`config.mk`:
```
export PLATFORM = sky130hd
export DESIGN_NAME = cursor_linked_list_engine_unit
export DESIGN_NICKNAME = d
export VERILOG_FILES = /design/src/rtl/cll_pkg.sv /design/src/rtl/cll_store.sv /design/src/rtl/cursor_linked_list_engine_unit.sv
export VERILOG_INCLUDE_DIRS = /design/src /design/src/rtl
export SDC_FILE = /design/constraint.sdc
export NUM_CORES = 1
export LEC_CHECK = 0
export BUFFER_PORTS_ARGS = -buffer_cell sky130_fd_sc_hd__buf_2
export CORE_MARGIN = 4
export CORE_UTILIZATION = 25
export DETAILED_ROUTE_END_ITERATION = 6
export PLACE_DENSITY_LB_ADDON = 0.05
export SYNTH_ARGS = -nofsm -noshare
export SYNTH_HDL_FRONTEND = slang
export SYNTH_SLANG_ARGS = --single-unit
export TNS_END_PERCENT = 10
```
`constraint.sdc`:
```
create_clock -name clk -period 5.49 [get_ports clk]
set_clock_uncertainty 0.05 [all_clocks]
set_input_delay 0.549 -clock clk [delete_from_list [all_inputs] [get_ports clk]]
set_output_delay 0.549 -clock clk [all_outputs]
set_load 0.03 [all_outputs]
```
`src/rtl/cursor_linked_list_engine_unit_assert.svh`:
```
// Assertion macros used by the top RTL file of the linked list engine.
// Each macro expects signals named clk and rst_n in the scope where it is used.
`ifndef CURSOR_LINKED_LIST_ENGINE_UNIT_ASSERT_SVH
`define CURSOR_LINKED_LIST_ENGINE_UNIT_ASSERT_SVH

// The condition in the same cycle implies the property.
`define CLL_ASSERT_IMP(label, cond, prop, msg) \
    label: assert property (@(posedge clk) disable iff (!rst_n) (cond) |-> (prop)) \
        else $error(msg);

// The condition implies the property in the next cycle.
`define CLL_ASSERT_NXT(label, cond, prop, msg) \
    label: assert property (@(posedge clk) disable iff (!rst_n) (cond) |=> (prop)) \
        else $error(msg);

`endif

```
`src/rtl/cll_pkg.sv`:
```
package cll_pkg;

    localparam int CELLS     = 16;
    localparam int HEAD_CELL = 1;

    localparam int IDX_W   = 4;
    localparam int POS_W   = 4;
    localparam int VAL_W   = 32;
    localparam int CMD_W   = 2;
    localparam int STAT_W  = 2;
    localparam int STEP_W  = $clog2(CELLS + 1);

    localparam logic [CMD_W-1:0] CMD_INSERT = 2'd0;
    localparam logic [CMD_W-1:0] CMD_DELETE = 2'd1;
    localparam logic [CMD_W-1:0] CMD_FIND   = 2'd2;

    localparam logic [STAT_W-1:0] ST_OK        = 2'd0;
    localparam logic [STAT_W-1:0] ST_NOT_FOUND = 2'd1;
    localparam logic [STAT_W-1:0] ST_FULL      = 2'd2;
    localparam logic [STAT_W-1:0] ST_BAD_POS   = 2'd3;

    typedef struct packed {
        logic             en;
        logic [IDX_W-1:0] addr;
        logic [IDX_W-1:0] data;
    } link_wr_t;

    typedef struct packed {
        logic             en;
        logic [IDX_W-1:0] addr;
        logic [VAL_W-1:0] data;
    } value_wr_t;

    // A link that points outside the cell array counts as the end of a chain.
    function automatic logic [IDX_W-1:0] cell_of(input logic [IDX_W-1:0] x);
        logic [IDX_W:0] limit;
        limit = (IDX_W + 1)'(CELLS);
        return ({1'b0, x} < limit) ? x : '0;
    endfunction

    // Link contents after reset: free chain 0 -> 2 -> 3 -> ... -> CELLS-1,
    // header and last cell end their chains.
    function automatic logic [IDX_W-1:0] link_init(input int unsigned i);
        logic [IDX_W-1:0] r;
        r = '0;
        if (i == 0)
        begin
            r = (CELLS > 2) ? IDX_W'(2) : '0;
        end
        else if (i >= 2 && i + 1 < CELLS && i != HEAD_CELL)
        begin
            r = IDX_W'(i + 1);
        end
        return r;
    endfunction

endpackage

```
`src/rtl/cll_store.sv`:
```
module cll_store
    import cll_pkg::*;
(
    input  logic             clk,
    input  logic             rst_n,
    input  logic [IDX_W-1:0] rd_addr,
    output logic [IDX_W-1:0] link_rd,
    output logic [VAL_W-1:0] value_rd,
    input  link_wr_t         link_wr,
    input  value_wr_t        value_wr
);

    logic [IDX_W-1:0] link_reg  [CELLS];
    logic [VAL_W-1:0] value_reg [CELLS];

    // Links come out of reset as the initial free chain.
    always_ff @(posedge clk or negedge rst_n)
    begin
        if (!rst_n)
        begin
            for (int i = 0; i < CELLS; i++)
            begin
                link_reg[i] <= link_init(i);
            end
        end
        else if (link_wr.en)
        begin
            link_reg[link_wr.addr] <= link_wr.data;
        end
    end

    // Values carry no reset; a cell is always written before it joins the list.
    always_ff @(posedge clk)
    begin
        if (value_wr.en)
        begin
            value_reg[value_wr.addr] <= value_wr.data;
        end
    end

    assign link_rd  = link_reg[rd_addr];
    assign value_rd = value_reg[rd_addr];

endmodule

```
`src/rtl/cursor_linked_list_engine_unit.sv`:
```
// Linked list engine: a singly linked list of 32-bit values kept in a fixed
// array of CELLS cells, where cell 0 heads the free list and cell 1 is the list
// header. Each input item is a command: insert a value after a given cell,
// delete the first cell holding a value, or find a value. Each command yields
// exactly one result item carrying a status (ok, not found, store full or bad
// position), the cell that was allocated, freed or found (0 when none), and a
// flag that is high when the list is empty after the command. The block works
// on one item at a time and drops s_tready from acceptance until the result is
// handed to the output register. A successful insert passes through the
// dispatch state, the insert states A, B and C and the final state, while an
// insert rejected for its position or a full store, and an unused command, go
// from dispatch straight to the final state. A find or delete walks the list
// one cell per cycle through the single read port of the cell store. A result
// waiting in the output register does not block the acceptance of the next
// item. The list walk gives up after CELLS cells, so a corrupted chain still
// ends in a not found result.
`include "cursor_linked_list_engine_unit_assert.svh"

module cursor_linked_list_engine_unit
    import cll_pkg::*;
(
    input  logic        clk,
    input  logic        rst_n,
    input  logic        s_tvalid,
    output logic        s_tready,
    input  logic [39:0] s_tdata,   // cmd[1:0], value[33:2], position[37:34], zero pad
    output logic        m_tvalid,
    input  logic        m_tready,
    output logic [7:0]  m_tdata    // status[1:0], cell_index[5:2], list_empty[6], zero pad
);

    // Sequencer states.
    localparam logic [3:0] S_IDLE     = 4'd0;
    localparam logic [3:0] S_DISPATCH = 4'd1;
    localparam logic [3:0] S_INS_A    = 4'd2;
    localparam logic [3:0] S_INS_B    = 4'd3;
    localparam logic [3:0] S_INS_C    = 4'd4;
    localparam logic [3:0] S_WALK     = 4'd5;
    localparam logic [3:0] S_DEL_A    = 4'd6;
    localparam logic [3:0] S_DEL_B    = 4'd7;
    localparam logic [3:0] S_DEL_C    = 4'd8;
    localparam logic [3:0] S_FIN      = 4'd9;

    logic [3:0]        state_reg, state_next;
    logic [CMD_W-1:0]  cmd_reg, cmd_next;
    logic [VAL_W-1:0]  value_reg, value_next;
    logic [POS_W-1:0]  pos_reg, pos_next;
    logic [IDX_W-1:0]  tgt_reg, tgt_next;
    logic [IDX_W-1:0]  cur_reg, cur_next;
    logic [IDX_W-1:0]  before_reg, before_next;
    logic [STEP_W-1:0] steps_reg, steps_next;
    logic [STAT_W-1:0] res_status_reg, res_status_next;
    logic [IDX_W-1:0]  res_idx_reg, res_idx_next;

    logic              out_valid_reg, out_valid_next;
    logic [STAT_W-1:0] status_reg, status_next;
    logic [IDX_W-1:0]  idx_reg, idx_next;
    logic              empty_reg, empty_next;

    logic [IDX_W-1:0] rd_addr;
    logic [IDX_W-1:0] link_rd;
    logic [VAL_W-1:0] value_rd;
    link_wr_t         link_wr;
    value_wr_t        value_wr;
    logic             value_hit;
    logic             slot_free;
    logic [IDX_W-1:0] fresh;

    cll_store u_store
    (
        .clk      (clk),
        .rst_n    (rst_n),
        .rd_addr  (rd_addr),
        .link_rd  (link_rd),
        .value_rd (value_rd),
        .link_wr  (link_wr),
        .value_wr (value_wr)
    );

    // The one compare unit, reused for every cell visited by the walk.
    assign value_hit = (value_rd == value_reg);
    assign fresh     = cell_of(link_rd);
    assign slot_free = !out_valid_reg || m_tready;

    always_comb
    begin
        state_next      = state_reg;
        cmd_next        = cmd_reg;
        value_next      = value_reg;
        pos_next        = pos_reg;
        tgt_next        = tgt_reg;
        cur_next        = cur_reg;
        before_next     = before_reg;
        steps_next      = steps_reg;
        res_status_next = res_status_reg;
        res_idx_next    = res_idx_reg;
        out_valid_next  = out_valid_reg;
        status_next     = status_reg;
        idx_next        = idx_reg;
        empty_next      = empty_reg;
        rd_addr         = '0;
        link_wr         = '0;
        value_wr        = '0;

        if (out_valid_reg && m_tready)
        begin
            out_valid_next = 1'b0;
        end

        unique case (state_reg)
            S_IDLE:
            begin
                if (s_tvalid)
                begin
                    cmd_next   = s_tdata[1:0];
                    value_next = s_tdata[33:2];
                    pos_next   = s_tdata[37:34];
                    state_next = S_DISPATCH;
                end
            end
            S_DISPATCH:
            begin
                case (cmd_reg)
                    CMD_INSERT:
                    begin
                        rd_addr = '0;
                        if (pos_reg == '0 || {1'b0, pos_reg} >= (POS_W + 1)'(CELLS))
                        begin
                            res_status_next = ST_BAD_POS;
                            res_idx_next    = '0;
                            state_next      = S_FIN;
                        end
                        else if (fresh == '0)
                        begin
                            res_status_next = ST_FULL;
                            res_idx_next    = '0;
                            state_next      = S_FIN;
                        end
                        else
                        begin
                            tgt_next   = fresh;
                            state_next = S_INS_A;
                        end
                    end
                    CMD_DELETE, CMD_FIND:
                    begin
                        rd_addr     = IDX_W'(HEAD_CELL);
                        cur_next    = fresh;
                        before_next = IDX_W'(HEAD_CELL);
                        steps_next  = '0;
                        state_next  = S_WALK;
                    end
                    default:
                    begin
                        res_status_next = ST_BAD_POS;
                        res_idx_next    = '0;
                        state_next      = S_FIN;
                    end
                endcase
            end
            S_INS_A:
            begin
                // Unlink the fresh cell from the free list.
                rd_addr      = tgt_reg;
                link_wr.en   = 1'b1;
                link_wr.addr = '0;
                link_wr.data = fresh;
                state_next   = S_INS_B;
            end
            S_INS_B:
            begin
                // The fresh cell takes the value and the successor of the position.
                rd_addr       = IDX_W'(pos_reg);
                link_wr.en    = 1'b1;
                link_wr.addr  = tgt_reg;
                link_wr.data  = fresh;
                value_wr.en   = 1'b1;
                value_wr.addr = tgt_reg;
                value_wr.data = value_reg;
                state_next    = S_INS_C;
            end
            S_INS_C:
            begin
                link_wr.en      = 1'b1;
                link_wr.addr    = IDX_W'(pos_reg);
                link_wr.data    = tgt_reg;
                res_status_next = ST_OK;
                res_idx_next    = tgt_reg;
                state_next      = S_FIN;
            end
            S_WALK:
            begin
                rd_addr = cur_reg;
                priority if (cur_reg == '0 || steps_reg == STEP_W'(CELLS))
                begin
                    res_status_next = ST_NOT_FOUND;
                    res_idx_next    = '0;
                    state_next      = S_FIN;
                end
                else if (value_hit)
                begin
                    tgt_next = cur_reg;
                    if (cmd_reg == CMD_FIND)
                    begin
                        res_status_next = ST_OK;
                        res_idx_next    = cur_reg;
                        state_next      = S_FIN;
                    end
                    else
                    begin
                        state_next = S_DEL_A;
                    end
                end
                else
                begin
                    before_next = cur_reg;
                    cur_next    = fresh;
                    steps_next  = steps_reg + 1'b1;
                end
            end
            S_DEL_A:
            begin
                // Bridge the predecessor over the target.
                rd_addr      = tgt_reg;
                link_wr.en   = 1'b1;
                link_wr.addr = before_reg;
                link_wr.data = fresh;
                state_next   = S_DEL_B;
            end
            S_DEL_B:
            begin
                // The target points at the old front of the free list.
                rd_addr      = '0;
                link_wr.en   = 1'b1;
                link_wr.addr = tgt_reg;
                link_wr.data = fresh;
                state_next   = S_DEL_C;
            end
            S_DEL_C:
            begin
                link_wr.en      = 1'b1;
                link_wr.addr    = '0;
                link_wr.data    = tgt_reg;
                res_status_next = ST_OK;
                res_idx_next    = tgt_reg;
                state_next      = S_FIN;
            end
            S_FIN:
            begin
                // The header's link gives the empty flag once all writes have landed.
                rd_addr = IDX_W'(HEAD_CELL);
                if (slot_free)
                begin
                    out_valid_next = 1'b1;
                    status_next    = res_status_reg;
                    idx_next       = res_idx_reg;
                    empty_next     = (link_rd == '0);
                    state_next     = S_IDLE;
                end
            end
            default:
            begin
                state_next = S_IDLE;
            end
        endcase
    end

    always_ff @(posedge clk or negedge rst_n)
    begin
        if (!rst_n)
        begin
            state_reg     <= S_IDLE;
            out_valid_reg <= 1'b0;
        end
        else
        begin
            state_reg     <= state_next;
            out_valid_reg <= out_valid_next;
        end
    end

    always_ff @(posedge clk)
    begin
        cmd_reg        <= cmd_next;
        value_reg      <= value_next;
        pos_reg        <= pos_next;
        tgt_reg        <= tgt_next;
        cur_reg        <= cur_next;
        before_reg     <= before_next;
        steps_reg      <= steps_next;
        res_status_reg <= res_status_next;
        res_idx_reg    <= res_idx_next;
        status_reg     <= status_next;
        idx_reg        <= idx_next;
        empty_reg      <= empty_next;
    end

    assign s_tready = (state_reg == S_IDLE);
    assign m_tvalid = out_valid_reg;
    assign m_tdata  = {1'b0, empty_reg, idx_reg, status_reg};

    // A new result only appears from the final state.
    `CLL_ASSERT_NXT(a_result_from_fin, !out_valid_reg && state_reg != S_FIN, !out_valid_reg, "result appeared outside the final state")
    // A successful command always names a real cell.
    `CLL_ASSERT_IMP(a_ok_has_cell, out_valid_reg && status_reg == ST_OK, idx_reg != '0, "ok result without a cell")
    // Failures never name a cell.
    `CLL_ASSERT_IMP(a_fail_no_cell, out_valid_reg && status_reg != ST_OK, idx_reg == '0, "failed result names a cell")
    // The walk is bounded by the cell count.
    `CLL_ASSERT_IMP(a_walk_bound, state_reg == S_WALK, steps_reg <= STEP_W'(CELLS), "list walk overran its bound")
    // On delete the predecessor is never the free list head and never the target itself.
    `CLL_ASSERT_IMP(a_before_valid, state_reg == S_DEL_A, before_reg != '0 && tgt_reg != before_reg, "bad predecessor on delete")

endmodule
```
==> results.sh <==
export IMPL_slew_headroom=0.179
export IMPL_synthAdderAreaFrac=0.00235
export IMPL_final_hold_violation_count=0
export IMPL_clk_path_buf_depth=3
export IMPL_worst_pin_slew_ps=1220
export IMPL_combPwrFrac=0.340
export IMPL_mostFrequentLayoutCells="edfxtp_1 (580), nand2_1 (276), mux2i_1 (100)"
export IMPL_irDropWorstVdd_mv=0.295
export IMPL_power_frac_clock=0.296
export IMPL_cts_clk_slew_worst_paths_ps=50
export IMPL_switchingPower_mw=6.07
export IMPL_p_leak_nw=9.90
export IMPL_rows=119
export IMPL_p_int_mw=10.6
export IMPL_holdWs_ps=50.2
export IMPL_post_cts_buffers=0
export IMPL_fmax_mhz=193
export IMPL_synth_area_top_cells="edfxtp_1 (66%), nand2_1 (3.9%), mux2i_1 (3.8%)"
export IMPL_synth_xor_area_frac=0.0102
export IMPL_core_um2=105000
export IMPL_avgSynthCellArea_um2=14.2
export IMPL_final_max_slew_viol_count=0
export IMPL_viasPerCell=4.67
export IMPL_routedWlPerCell_um=24.4
export IMPL_start_kind="flip-flop"
export IMPL_reg2reg_depth=18
export IMPL_start_util=0.252
export IMPL_synth_seq_cells=649
export IMPL_cp_required_ps=5820
export IMPL_hold_path_class="in -> reg"
export IMPL_cts_sinks=649
export IMPL_num_nets_final=2065
export IMPL_vias=16200
export IMPL_dr_pass1_iters=5
export IMPL_drive_gt1_frac=0.165
export IMPL_synthSimpleGateAreaFrac=0.113
export IMPL_power_total_mw=16.7
export IMPL_grt_usage=0.149
export IMPL_antenna_found_initial=3
export IMPL_power_density_nw_per_um2=526
export IMPL_synth_compound_area_frac=0.0813
export IMPL_setup_viol=0
export IMPL_min_period_ps=5180
export IMPL_finalSetupTns_ps=0
export IMPL_final_common_cell="edfxtp_1"
export IMPL_ant_nets=0
export IMPL_grt_max_degree=80
export IMPL_outcome="finished clean"
export IMPL_syn_area_um2=26600
export IMPL_yosysTopAreaCell="edfxtp_1"
export IMPL_arrival_ps=5510
export IMPL_grt_pass1_vias=16500
export IMPL_crit_path_max_fanout=79
export IMPL_synth_top_cell_area_share=0.656
export IMPL_numCtsBuffers=80
export IMPL_fin_crit_sh=0.943
export IMPL_routabilityCongestion=0.739
export IMPL_netlist_instances=1873
export IMPL_syn_nets=1922
export IMPL_die_h_um=334
export IMPL_yosys_cell_types_count=82
export IMPL_route_detailed_drc=0
export IMPL_netSwitchingFraction=0.363
export IMPL_finalWirelength_um=84400
export IMPL_grt_overflow_total=0
export IMPL_fin_util=0.301
export IMPL_areaGrowthSynthToFinish_pct=19.5
export IMPL_drt_iter0_drc=1135
export IMPL_largest_reg_flops=512
export IMPL_ys_flop_type="edfxtp_1"
export IMPL_synth_top_family_by_area="simple AND/OR/NAND/NOR gates"
export IMPL_dp_hpwl_um=49600
export IMPL_dieArea_um2=112000
export IMPL_endpoint_kind="flip-flop"
export IMPL_io_pins=54
export IMPL_drv_cap=0
export IMPL_synth_warning_count=0
export IMPL_grt_pass1_wl_um=121000
export IMPL_clk_latency_ps=630
export IMPL_muxShareOfSynthArea=0.0501
export IMPL_htree_levels=3
export IMPL_ys_seq_area_frac=0.722
export IMPL_insertedDiodeCount=0
export IMPL_synthArstFlopShare=0.106
export IMPL_path_class="reg -> reg"
export IMPL_pwr_share_seq=0.364
export IMPL_min_path_cells=1
export IMPL_io_buffers=50
export IMPL_clockRootBuffer="clkbuf_16"
export IMPL_synth_edf_count=580
export IMPL_cts_tree="yes"
export IMPL_grt_setup_unrepaired="no"
export IMPL_fp_dieW_um=334
## cell usage after synthesis, types with 16 or more instances
| library cell | n |
|---|---|
| dfrtp_1 | 38 |
| buf_2 | 52 |
| nor2_1 | 96 |
| a21oi_1 | 82 |
| a211oi_1 | 27 |
| buf_1 | 16 |
| clkbuf_1 | 32 |
| a31oi_1 | 16 |
| and3_1 | 31 |
| o21ai_0 | 51 |
| xor2_1 | 18 |
| mux2i_1 | 100 |
| nand3_1 | 80 |
| edfxtp_1 | 580 |
| dfstp_2 | 31 |
| nand4_1 | 42 |
| a32oi_1 | 34 |
| nand2_1 | 277 |
| and2_1 | 38 |
## power by group through the flow
stage	logic, mW	registers (mW)	clock network [mW]
floorplan	3.52	6.11	0
global placement	5.80	6.17	0
detailed placement	5.80	6.17	0
CTS	5.82	6.08	5.12
global route	6.27	6.11	5.31
finish	5.68	6.07	4.94
## worst max-delay path, stage by stage (launching register included)
cell	delay, ps
edfxtp_1	360
inv_1	70
ha_1	370
mux2_4	320
a31o_2	390
nor2_4	150
buf_12	280
buf_16	370
a21oi_1	120
a221oi_1	290
a311oi_1	100
nor3_1	200
xor2_1	150
nor4_1	410
buf_4	200
nand4_1	240
buf_4	250
o31a_1	330
buf_12	160
## final timing paths
check,to,start,slack [ps]
worst max register to register,steps_reg[2],cmd_reg[0],310
min in group asynchronous,u_store.link_reg[39],rst_n,110
worst min register to register,status_reg[1],res_status_reg[1],380
worst min-delay path,pos_reg[3],s_tdata[37],50
max in group asynchronous,m_tvalid,rst_n,4650
worst max-delay path,steps_reg[2],cmd_reg[0],310
## through the flow
stage	setup WS (ps)	std cells	area (µm²)
3_3_place_gp	264	3305	29100
6_report	315	3466	31700
2_1_floorplan	1200	1873	26600
4_1_cts	163	3466	31700
5_1_grt	8.01	3466	31700
3_5_place_dp	186	3305	29100
## cell families (layout without fill, tap and decap cells)
logic type	count (synthesis)	count (layout)
flip-flops	649	649
AND/OR/NAND/NOR	633	633
AO/OA/AOI/OAI	316	316
buffers and inverters	123	325
multiplexers	115	115
XOR/XNOR	31	31
adder cells (fa/ha/maj)	5	5
other	1	1
## final cells by class
| cell class | instances | area, µm² |
|---|---|---|
| Clock inverter | 35 | 267 |
| Timing Repair Buffer | 169 | 1330 |
| Clock buffer | 106 | 2160 |
| Multi-Input combinational cell | 1101 | 7010 |
| Sequential cell | 649 | 19200 |
| Inverter | 15 | 56.3 |
| Fill cell | 10700 | 73700 |
| Tap cell | 1391 | 1740 |
## metal layers
metal	share of wire	vias to the layer above	global-route usage
li1	-	7454	-
met1	0.47	8310	0.206
met4	0.024	0	0.0403
met2	0.47	313	0.247
met5	0	-	0
met3	0.034	113	0.0225
## repair_timing
item                                    4_1_cts  5_1_grt
resized for setup                             0        1
hold endpoints to repair                     20        0
hold buffers                                 20        0
endpoints found under the setup margin        0       13
Power figures use the tool's default switching activity.
